==> src/rtl/core/decimal_integer_range_check_defines.svh <==
// Assertion helpers shared by the RTL. Both expect clk and arst_n in scope.
`ifndef DECIMAL_INTEGER_RANGE_CHECK_DEFINES_SVH
`define DECIMAL_INTEGER_RANGE_CHECK_DEFINES_SVH

// Same-cycle implication.
`define DIRC_ASSERT_NOW(lbl, ante, cons, msg) \
	lbl: assert property (@(posedge clk) disable iff (!arst_n) (ante) |-> (cons)) \
		else $error(msg);

// Next-cycle implication.
`define DIRC_ASSERT_NEXT(lbl, ante, cons, msg) \
	lbl: assert property (@(posedge clk) disable iff (!arst_n) (ante) |=> (cons)) \
		else $error(msg);

`endif

==> src/rtl/core/dirc_pkg.sv <==
package dirc_pkg;

	localparam int unsigned CharW    = 8;
	localparam int unsigned VerdictW = 2;
	localparam int unsigned ValW     = 64;
	localparam int unsigned CfgIdxW  = 2;

	// Register indexes
	localparam logic [CfgIdxW-1:0] REG_LOW_BOUND  = 2'd0;
	localparam logic [CfgIdxW-1:0] REG_HIGH_BOUND = 2'd1;

	localparam logic signed [ValW-1:0] LOW_BOUND_RESET  = -64'sd2147483648;
	localparam logic signed [ValW-1:0] HIGH_BOUND_RESET = 64'sd2147483647;

	// Verdict codes
	localparam logic [VerdictW-1:0] VERDICT_OK     = 2'd0;
	localparam logic [VerdictW-1:0] VERDICT_FORMAT = 2'd1;
	localparam logic [VerdictW-1:0] VERDICT_RANGE  = 2'd2;
	localparam logic [VerdictW-1:0] VERDICT_UNUSED = 2'd3;

	// Character codes
	localparam logic [CharW-1:0] CH_ZERO  = 8'h30;
	localparam logic [CharW-1:0] CH_ONE   = 8'h31;
	localparam logic [CharW-1:0] CH_NINE  = 8'h39;
	localparam logic [CharW-1:0] CH_MINUS = 8'h2d;

	// Accumulator limits for the times-ten step (quotients truncate toward zero)
	localparam logic signed [ValW-1:0] ACC_DIV_MAX = 64'sd922337203685477580;
	localparam logic signed [ValW-1:0] ACC_DIV_MIN = -64'sd922337203685477580;
	localparam logic signed [ValW-1:0] ACC_MIN     = {1'b1, {(ValW-1){1'b0}}};

	typedef enum logic [2:0] {
		PH_FIRST  = 3'b001,
		PH_MINUS  = 3'b010,
		PH_DIGITS = 3'b100
	} phase_t;

	typedef enum logic [1:0] {
		DEC_NONE    = 2'd0,
		DEC_FORMAT  = 2'd1,
		DEC_RANGE   = 2'd2,
		DEC_ZERO_OK = 2'd3
	} dec_t;

	typedef struct packed {
		phase_t                 phase;
		logic                   negative;
		logic signed [ValW-1:0] acc;
		dec_t                   dec;
	} tok_t;

	localparam tok_t TOK_CLEAR = '{
		phase:    PH_FIRST,
		negative: 1'b0,
		acc:      '0,
		dec:      DEC_NONE
	};

endpackage

==> src/rtl/core/dirc_char_if.sv <==
interface dirc_char_if import dirc_pkg::*; ();
	logic             valid;
	logic             ready;
	logic [CharW-1:0] char_code;
	logic             last_char;

	modport source (output valid, output char_code, output last_char, input ready);
	modport sink (input valid, input char_code, input last_char, output ready);
endinterface

==> src/rtl/core/dirc_verdict_if.sv <==
interface dirc_verdict_if import dirc_pkg::*; ();
	logic                valid;
	logic                ready;
	logic [VerdictW-1:0] verdict;

	modport source (output valid, output verdict, input ready);
	modport sink (input valid, input verdict, output ready);
endinterface

==> src/rtl/core/dirc_cfg_if.sv <==
interface dirc_cfg_if import dirc_pkg::*; ();
	logic               valid;
	logic               ready;
	logic [CfgIdxW-1:0] index;
	logic [ValW-1:0]    data;

	modport source (output valid, output index, output data, input ready);
	modport sink (input valid, input index, input data, output ready);
endinterface

==> src/rtl/core/decimal_integer_range_check.sv <==
// Decimal integer token checker. Characters arrive one per transfer on chars, last_char set
// on the final one; that transfer yields one verdict on verdicts (0 valid, 1 bad format,
// 2 out of range) and clears the token state. A character can be taken every cycle: it is
// held in an input register, from which the times-ten update, the bound compare and the
// token state update run as one combinational pass, whose verdict for a final character
// goes to an output register. Only a final character waits on a verdict not yet taken;
// others keep flowing. Bounds are written through cfg (index 0 low bound, 1 high bound);
// users must write them only while no token is in flight; the block does not enforce it.
`include "decimal_integer_range_check_defines.svh"

module decimal_integer_range_check import dirc_pkg::*; (
	input logic            clk,
	input logic            arst_n,
	dirc_char_if.sink      chars,
	dirc_verdict_if.source verdicts,
	dirc_cfg_if.sink       cfg
);

	logic signed [ValW-1:0] low_q;
	logic signed [ValW-1:0] high_q;

	logic             valid_s1;
	logic [CharW-1:0] char_s1;
	logic             last_s1;

	tok_t                tok_q;
	tok_t                tok_nxt;
	logic [VerdictW-1:0] verdict_nxt;

	logic                out_valid_q;
	logic [VerdictW-1:0] verdict_q;

	logic out_free, s1_go, s1_free;

	assign out_free = !out_valid_q || verdicts.ready;
	assign s1_go    = valid_s1 && (!last_s1 || out_free);
	assign s1_free  = !valid_s1 || s1_go;

	assign chars.ready      = s1_free;
	assign cfg.ready        = 1'b1;
	assign verdicts.valid   = out_valid_q;
	assign verdicts.verdict = verdict_q;

	always_ff @(posedge clk or negedge arst_n) begin
		if (!arst_n) begin
			low_q  <= LOW_BOUND_RESET;
			high_q <= HIGH_BOUND_RESET;
		end else if (cfg.valid) begin
			if (cfg.index == REG_LOW_BOUND)
				low_q <= cfg.data;
			else if (cfg.index == REG_HIGH_BOUND)
				high_q <= cfg.data;
		end
	end

	// Input register
	always_ff @(posedge clk or negedge arst_n) begin
		if (!arst_n)
			valid_s1 <= 1'b0;
		else if (s1_free)
			valid_s1 <= chars.valid;
	end

	always_ff @(posedge clk) begin
		if (chars.valid && s1_free) begin
			char_s1 <= chars.char_code;
			last_s1 <= chars.last_char;
		end
	end

	dirc_step u_step (
		.cur        (tok_q),
		.char_code  (char_s1),
		.last_char  (last_s1),
		.low_bound  (low_q),
		.high_bound (high_q),
		.nxt        (tok_nxt),
		.verdict    (verdict_nxt)
	);

	always_ff @(posedge clk or negedge arst_n) begin
		if (!arst_n)
			tok_q <= TOK_CLEAR;
		else if (s1_go)
			tok_q <= tok_nxt;
	end

	always_ff @(posedge clk or negedge arst_n) begin
		if (!arst_n)
			out_valid_q <= 1'b0;
		else if (out_free)
			out_valid_q <= s1_go && last_s1;
	end

	always_ff @(posedge clk) begin
		if (s1_go && last_s1)
			verdict_q <= verdict_nxt;
	end

	`DIRC_ASSERT_NOW(a_verdict_code, out_valid_q, verdict_q != VERDICT_UNUSED, "bad verdict code")
	`DIRC_ASSERT_NEXT(a_token_clear, s1_go && last_s1, tok_q == TOK_CLEAR, "token not cleared")
	`DIRC_ASSERT_NOW(a_last_stall, valid_s1 && !s1_go, last_s1 && out_valid_q, "bad stall")
	`DIRC_ASSERT_NEXT(a_in_hold, valid_s1 && !s1_go, valid_s1 && $stable(char_s1), "input lost")
	`DIRC_ASSERT_NEXT(a_out_hold, out_valid_q && !verdicts.ready, out_valid_q && $stable(verdict_q), "verdict dropped")

endmodule

==> src/rtl/core/dirc_step.sv <==
module dirc_step import dirc_pkg::*; (
	input  tok_t                   cur,
	input  logic [CharW-1:0]       char_code,
	input  logic                   last_char,
	input  logic signed [ValW-1:0] low_bound,
	input  logic signed [ValW-1:0] high_bound,
	output tok_t                   nxt,
	output logic [VerdictW-1:0]    verdict
);

	logic signed [8:0]    digit;
	logic signed [ValW+4:0] acc_x;
	logic signed [ValW+4:0] prod;
	logic                 too_big;
	logic                 fits;
	logic                 add_ok;
	logic                 nz_digit;
	logic                 zero_ok;
	logic                 hit;
	tok_t                 upd;

	// acc * 10 + (code - 48), exact in 69 bits
	assign digit   = $signed({1'b0, char_code}) - 9'sd48;
	assign acc_x   = (ValW+5)'(cur.acc);
	assign prod    = (acc_x <<< 3) + (acc_x <<< 1) + (ValW+5)'(digit);
	assign too_big = (cur.acc > ACC_DIV_MAX) || (cur.acc < ACC_DIV_MIN);
	assign fits    = (prod[ValW+4:ValW-1] == '0) || (prod[ValW+4:ValW-1] == '1);
	assign add_ok  = !too_big && fits;

	assign nz_digit = (char_code >= CH_ONE) && (char_code <= CH_NINE);
	assign zero_ok  = !high_bound[ValW-1] && (low_bound[ValW-1] || (low_bound == '0));

	// bound check on the updated value; sign is still clear in the first phase
	dirc_bound u_bound (
		.acc        (prod[ValW-1:0]),
		.negative   (cur.negative),
		.low_bound  (low_bound),
		.high_bound (high_bound),
		.hit        (hit)
	);

	always_comb begin
		upd = cur;
		if (cur.dec == DEC_NONE) begin
			unique case (cur.phase)
				PH_FIRST: begin
					if (char_code == CH_ZERO) begin
						if (last_char)
							upd.dec = zero_ok ? DEC_ZERO_OK : DEC_RANGE;
						else
							upd.dec = DEC_FORMAT;
					end else if (char_code == CH_MINUS) begin
						upd.negative = 1'b1;
						upd.phase    = PH_MINUS;
					end else if (nz_digit) begin
						// accumulator is still clear here
						upd.phase = PH_DIGITS;
						if (add_ok) begin
							upd.acc = prod[ValW-1:0];
							if (hit)
								upd.dec = DEC_RANGE;
						end else begin
							upd.dec = DEC_RANGE;
						end
					end else begin
						upd.dec = DEC_FORMAT;
					end
				end
				PH_MINUS: begin
					if (nz_digit) begin
						upd.phase = PH_DIGITS;
						if (add_ok) begin
							upd.acc = prod[ValW-1:0];
							if (hit)
								upd.dec = DEC_RANGE;
						end else begin
							upd.dec = DEC_RANGE;
						end
					end else begin
						upd.dec = DEC_FORMAT;
					end
				end
				PH_DIGITS: begin
					// later characters are not checked to be digits
					if (add_ok) begin
						upd.acc = prod[ValW-1:0];
						if (hit)
							upd.dec = DEC_RANGE;
					end else begin
						upd.dec = DEC_RANGE;
					end
				end
				default: upd = cur;
			endcase
		end

		priority if (upd.dec == DEC_ZERO_OK)
			verdict = VERDICT_OK;
		else if (upd.dec != DEC_NONE)
			verdict = upd.dec;
		else if (upd.phase == PH_MINUS)
			verdict = VERDICT_FORMAT;
		else
			verdict = VERDICT_OK;

		nxt = last_char ? TOK_CLEAR : upd;
	end

endmodule

==> src/rtl/core/dirc_bound.sv <==
module dirc_bound import dirc_pkg::*; (
	input  logic signed [ValW-1:0] acc,
	input  logic                   negative,
	input  logic signed [ValW-1:0] low_bound,
	input  logic signed [ValW-1:0] high_bound,
	output logic                   hit
);

	logic signed [ValW:0] acc_w;
	logic signed [ValW:0] low_neg;
	logic                 neg_hit;
	logic                 pos_hit;

	// -acc < low  <=>  acc > -low, taken in 65 bits; -low depends on the register only
	assign acc_w   = (ValW+1)'(acc);
	assign low_neg = -((ValW+1)'(low_bound));
	assign neg_hit = (acc == ACC_MIN) || (acc_w > low_neg);
	assign pos_hit = acc > high_bound;
	assign hit     = negative ? neg_hit : pos_hit;

endmodule

==> src/flat_wrapper.sv <==
// flat-port wrapper written by rule: the top's interface ports become plain ports
module decimal_integer_range_check_flat import dirc_pkg::*;
  (clk, arst_n, chars_valid, chars_char_code, chars_last_char, chars_ready, verdicts_valid, verdicts_verdict, verdicts_ready, cfg_valid, cfg_index, cfg_data, cfg_ready);
  dirc_char_if chars_i ();
  dirc_verdict_if verdicts_i ();
  dirc_cfg_if cfg_i ();
  input logic clk;
  input logic arst_n;
  input wire logic [$bits(chars_i.valid)-1:0] chars_valid;
  input wire logic [$bits(chars_i.char_code)-1:0] chars_char_code;
  input wire logic [$bits(chars_i.last_char)-1:0] chars_last_char;
  output wire logic [$bits(chars_i.ready)-1:0] chars_ready;
  output wire logic [$bits(verdicts_i.valid)-1:0] verdicts_valid;
  output wire logic [$bits(verdicts_i.verdict)-1:0] verdicts_verdict;
  input wire logic [$bits(verdicts_i.ready)-1:0] verdicts_ready;
  input wire logic [$bits(cfg_i.valid)-1:0] cfg_valid;
  input wire logic [$bits(cfg_i.index)-1:0] cfg_index;
  input wire logic [$bits(cfg_i.data)-1:0] cfg_data;
  output wire logic [$bits(cfg_i.ready)-1:0] cfg_ready;
  assign chars_i.valid = chars_valid;
  assign chars_i.char_code = chars_char_code;
  assign chars_i.last_char = chars_last_char;
  assign chars_ready = chars_i.ready;
  assign verdicts_valid = verdicts_i.valid;
  assign verdicts_verdict = verdicts_i.verdict;
  assign verdicts_i.ready = verdicts_ready;
  assign cfg_i.valid = cfg_valid;
  assign cfg_i.index = cfg_index;
  assign cfg_i.data = cfg_data;
  assign cfg_ready = cfg_i.ready;
  decimal_integer_range_check u_core (.clk(clk), .arst_n(arst_n), .chars(chars_i), .verdicts(verdicts_i), .cfg(cfg_i));
endmodule
==> config.mk <==
export PLATFORM = sky130hd
export DESIGN_NAME = decimal_integer_range_check_flat
export DESIGN_NICKNAME = d
export VERILOG_FILES = /design/src/rtl/core/dirc_pkg.sv /design/src/rtl/core/dirc_char_if.sv /design/src/rtl/core/dirc_verdict_if.sv /design/src/rtl/core/dirc_cfg_if.sv /design/src/rtl/core/decimal_integer_range_check.sv /design/src/rtl/core/dirc_step.sv /design/src/rtl/core/dirc_bound.sv /design/src/flat_wrapper.sv
export VERILOG_INCLUDE_DIRS = /design/src /design/src/rtl/core
export SDC_FILE = /design/constraint.sdc
export NUM_CORES = 1
export LEC_CHECK = 0
export BUFFER_PORTS_ARGS = -buffer_cell sky130_fd_sc_hd__buf_2
export CORE_ASPECT_RATIO = 1.75
export CORE_MARGIN = 5
export CORE_UTILIZATION = 40
export DETAILED_ROUTE_END_ITERATION = 10
export GPL_TIMING_DRIVEN = 0
export PLACE_DENSITY = 0.55
export RECOVER_POWER = 25
export SLEW_MARGIN = 5
export SYNTH_ARGS = -nofsm -noshare
export SYNTH_HDL_FRONTEND = slang
export SYNTH_SLANG_ARGS = --single-unit
export TNS_END_PERCENT = 100
==> constraint.sdc <==
create_clock -name clk -period 10.9 [get_ports clk]
set_input_delay 0.545 -clock clk [delete_from_list [all_inputs] [get_ports clk]]
set_output_delay 0.545 -clock clk [all_outputs]
set_load 0.005 [all_outputs]
==> flow_summary_export.csv <==
group,metric,value,unit
run_status,status,"finished with violations",
run_status,failed_checks,"capacitance limit, slew limit",
clocking,ctsLongestPathBuffers,3,
yosys,synth_area_per_cell,8.43,um2
yosys,synthesis.nets,2826,
power,worst_ir_drop_vdd,0.129,mV
power,power.static_leakage,0.0107,uW
clocking,tritoncts_num_sinks,211,
timing,fin_crit_sh,96.5,%
cells_and_area,nFillCells,5332,
clocking,htreeDepth,1,
setup_path,critical-path-max-stage-delay,0.65,ns
timing,timing.fmax,0.0950,GHz
global_route,overflow,0,
clocking,cts_root_buf,"sky130_fd_sc_hd__clkbuf_16",
worst_hold_path,timing.hold.worst.class,"primary input to register",
yosys,yosys_register_bits,211,
setup_path,top_cell_by_count_worst_path,"sky130_fd_sc_hd__ha_1",
timing,timing.final.setup_violations,0,
floorplanning,rows,111,
setup_path,cp-end-kind,"register",
yosys,synth_flop_cell,"sky130_fd_sc_hd__dfrtp_1",
detailed_routing,post-route-drc-count,0,
power,clock_power_share,32.5,%
timing,hold_viol,0,
timing,worst_max_slew_pin_slew,5.53,ns
power,combPwrFrac,30.6,%
power,power_switching_share,35.1,%
yosys,ys_seq_area_share,25.8,%
clocking,clock_latency,0.58,ns
global_route,global_route.usage.total,26.7,%
floorplanning,floorplan.core_area,0.0522,mm2
timing,rsz_0062_raised_after_global_routing,"false",
timing,slew_violations,104,
yosys,post_synth_inst_count,2493,
detailed_routing,dr_vias,19700,
cells_and_area,area.growth.synth_to_final,10.4,%
power,pwr_density_cell,119,mW/mm2
yosys,async_reset_ff_share,94.8,%
global_route,grt_start_max_net_pins,104,
detailed_routing,detail_route.first_pass.iterations,5,
place,placed_wire_length_estimate_after_detailed_placement,64200,um
detailed_routing,avgRoutedWirePerCell,23.8,um
global_route,grt_antenna_before_repair,0,
timing,layout_setup_ws,0.379,ns
floorplanning,io-pin-count,85,
timing,min_period,10.52,ns
cells_and_area,post_route_cells_drive_above_1_share,15.1,%
setup_path,timing.critical_path.fanout_max,10,
floorplanning,initial_utilization,40.2,%
power,total_power,2770,uW
detailed_routing,route.detailed.vias_per_inst,5.98,
floorplanning,fp.dieArea,0.0574,mm2
timing,slew_headroom,-269,%
clocking,cts.reportedPaths.clkPinSlew,0.06,ns
detailed_routing,postRouteWirelength,78700,um
timing,setup-tns-final,0,ns
power,seq_power_share,36.9,%
detailed_routing,ant_nets,0,
clocking,tritoncts,"yes",
cells_and_area,layout.area.seq,0.00542,mm2
yosys,synthesis.area,0.0210,mm2
yosys,yosysWarningCount,0,
global_route,first_global_vias,20100,
yosys,synth-edff-count,11,
place,worst_slack_at_placement,-0.835,ns
clocking,cts-buffers-inserted,24,
place,placedInstanceArea,0.0223,mm2
detailed_routing,drtIter0Drc,1248,
cells_and_area,antenna_cells_inserted,0,
setup_path,timing.critical_path.arrival,10.80,ns
setup_path,worst-setup-path-type,"register to register",
run,timing.max_cap.violations,1,
yosys,synth_cell_type_count,107,
setup_path,timing.critical_path.slowest_stage_cell,"sky130_fd_sc_hd__a21oi_1",
floorplanning,floorplan.die.height,313,um
power,power_report.internal_total,1800,uW
floorplanning,chipWidth,183,um
place,gp_congestion,0.993,
cells_and_area,final_design_instance_area_without_fill,0.0232,mm2
setup_path,cp_data_required_time,11.18,ns
setup_path,startpoint_type,"register",
global_route,grt_first_pass_wirelength,119000,um
timing,clock-skew-final,0.0288,ns
cells_and_area,final_core_util,44.4,%
place,number_of_i_o_port_buffers,83,
power,power_switching,974,uW
cells_and_area,final_net_count,2937,
cells_and_area,multi_input_area,0.0145,mm2
==> metal layers <==
| metal | part of all wire [%] | track usage (%) |
|---|---|---|
| met4 | 8.6 | 18.1 |
| met1 | 35 | 27.4 |
| met2 | 52 | 49.8 |
| met5 | 0 | 0 |
| met3 | 4.2 | 2.88 |
==> synth_stat cells, types with 5 or more instances <==
cell type / count / area [um2]
sky130_fd_sc_hd__a21oi_1: 254 / 1270
sky130_fd_sc_hd__ha_1: 247 / 3090
sky130_fd_sc_hd__nor2_1: 200 / 751
sky130_fd_sc_hd__inv_1: 175 / 657
sky130_fd_sc_hd__o21ai_0: 154 / 771
sky130_fd_sc_hd__nand2_1: 141 / 529
sky130_fd_sc_hd__dfrtp_1: 135 / 3380
sky130_fd_sc_hd__mux2_2: 128 / 1440
sky130_fd_sc_hd__xnor2_1: 115 / 1010
sky130_fd_sc_hd__a21o_1: 104 / 781
sky130_fd_sc_hd__nand3_1: 94 / 470
sky130_fd_sc_hd__clkbuf_1: 69 / 259
sky130_fd_sc_hd__dfstp_2: 65 / 1710
sky130_fd_sc_hd__nand4_1: 63 / 394
sky130_fd_sc_hd__xor2_1: 61 / 534
sky130_fd_sc_hd__nor3_1: 56 / 280
sky130_fd_sc_hd__nor4_1: 37 / 231
sky130_fd_sc_hd__buf_2: 27 / 135
sky130_fd_sc_hd__o211ai_1: 21 / 158
sky130_fd_sc_hd__nand2b_1: 20 / 125
sky130_fd_sc_hd__o21bai_1: 20 / 150
sky130_fd_sc_hd__a211oi_1: 18 / 135
sky130_fd_sc_hd__or3_1: 17 / 106
sky130_fd_sc_hd__a31oi_1: 13 / 81.3
sky130_fd_sc_hd__and3_1: 13 / 81.3
sky130_fd_sc_hd__o21a_1: 13 / 97.6
sky130_fd_sc_hd__or4_1: 13 / 97.6
sky130_fd_sc_hd__edfxtp_1: 11 / 330
sky130_fd_sc_hd__nor2b_1: 10 / 62.6
sky130_fd_sc_hd__o31ai_1: 10 / 75.1
sky130_fd_sc_hd__o221ai_1: 8 / 70.1
sky130_fd_sc_hd__or2_2: 8 / 50.1
sky130_fd_sc_hd__nand3b_1: 7 / 52.6
sky130_fd_sc_hd__fa_1: 6 / 120
sky130_fd_sc_hd__nor3b_1: 6 / 45.0
sky130_fd_sc_hd__o21ai_1: 6 / 30.0
sky130_fd_sc_hd__and2_1: 5 / 31.3
sky130_fd_sc_hd__and4_1: 5 / 43.8
sky130_fd_sc_hd__buf_1: 5 / 18.8
sky130_fd_sc_hd__nor3_2: 5 / 50.1
sky130_fd_sc_hd__o22ai_1: 5 / 31.3
sky130_fd_sc_hd__o31a_1: 5 / 43.8
==> placed cells by master (no fill, tap or decap), drive strengths merged, types with 20 or more instances in the layout <==
master,instances
o211ai,21
dfstp,65
mux2,128
o21ai,160
buf,114
o21bai,20
inv,175
clkbuf,110
nand4,65
xnor2,116
dfrtp,135
nor3,61
a211oi,21
nand2b,22
xor2,61
nand2,141
ha,247
nand3,94
a21o,104
a21oi,257
nor2,201
nor4,41
==> area by class of cell <==
class,instances,area share [%]
Multi-Input combinational cell,2002,62.7
Sequential cell,211,23.3
Tap cell,678,3.66
Clock buffer,35,2.99
Inverter,175,2.83
Timing Repair Buffer,85,1.94
Buffer,105,1.90
Clock inverter,8,0.615
==> worst max-delay path: cells and delay by family, from the launching register on <==
kind | cells | cell delay [ns]
adders and majority gates | 5 | 1.42
and+or+nand+nor | 8 | 2.37
xor gates and xnor gates | 1 | 0.14
AOI/OAI and AO/OA | 13 | 4.06
buffers and inverters | 3 | 1.26
DFF | 1 | 0.46
muxes | 2 | 0.51
==> final timing paths <==
path / start / end / slack [ns] / cells after the start
worst min register to register: u_core.high_q[47] / u_core.high_q[47] / 0.51 / 1
worst min-delay path: chars_char_code[5] / u_core.char_s1[5] / 0.16 / 1
worst max register to register: u_core.char_s1[4] / u_core.verdicts.verdict[1] / 0.38 / 32
max in group asynchronous: arst_n / u_core.high_q[51] / 5.19 / 2
min in group asynchronous: arst_n / u_core.low_q[2] / 2.53 / 2
worst max-delay path: u_core.char_s1[4] / u_core.verdicts.verdict[1] / 0.38 / 32
==> power by group through the flow <==
stage | Combinational [uW] | Sequential [uW] | Clock [uW]
2_1_floorplan | 582 | 1000 | 0
3_3_place_gp | 822 | 1030 | 0
3_5_place_dp | 844 | 1030 | 0
4_1_cts | 850 | 1020 | 924
5_1_grt | 945 | 1040 | 947
6_report | 849 | 1020 | 900
==> per-stage QoR <==
step / hold slack (ns) / cells
after floorplan: 0.249 / 2493
after global placement: 0.489 / 3254
after detailed placement: 0.494 / 3255
after CTS: 0.141 / 3299
after global routing: 0.150 / 3299
final: 0.163 / 3299
==> what timing repair did <==
item,CTS,global route
resized for setup,5,7
setup buffers,0,0
gates cloned,0,0
endpoints found under the setup margin,3,2
hold buffers,1,0
hold endpoints to repair,1,0
==> cells by family (layout without fill, tap and decap cells) <==
group,count (synthesis),in the layout,synth area share (%)
other cells,1,1,0.0179
buf+inv,280,408,5.21
simple gates,730,730,17.8
mux,132,132,7.05
xor+xnor,180,180,7.74
flops,211,211,25.8
fa+ha+maj,257,257,15.5
compound gates,702,702,20.9
==> sequential cells by signal, summed over array words and instances, names as in the netlist <==
| name | count |
|---|---|
| u_core.tok_q | 70 |
| u_core.high_q | 64 |
| u_core.low_q | 64 |
| u_core.char_s1 | 8 |
| u_core.verdicts.verdict | 2 |
| u_core.last_s1 | 1 |
| u_core.valid_s1 | 1 |
| u_core.verdicts.valid | 1 |
(Power assumes the default switching activity.)
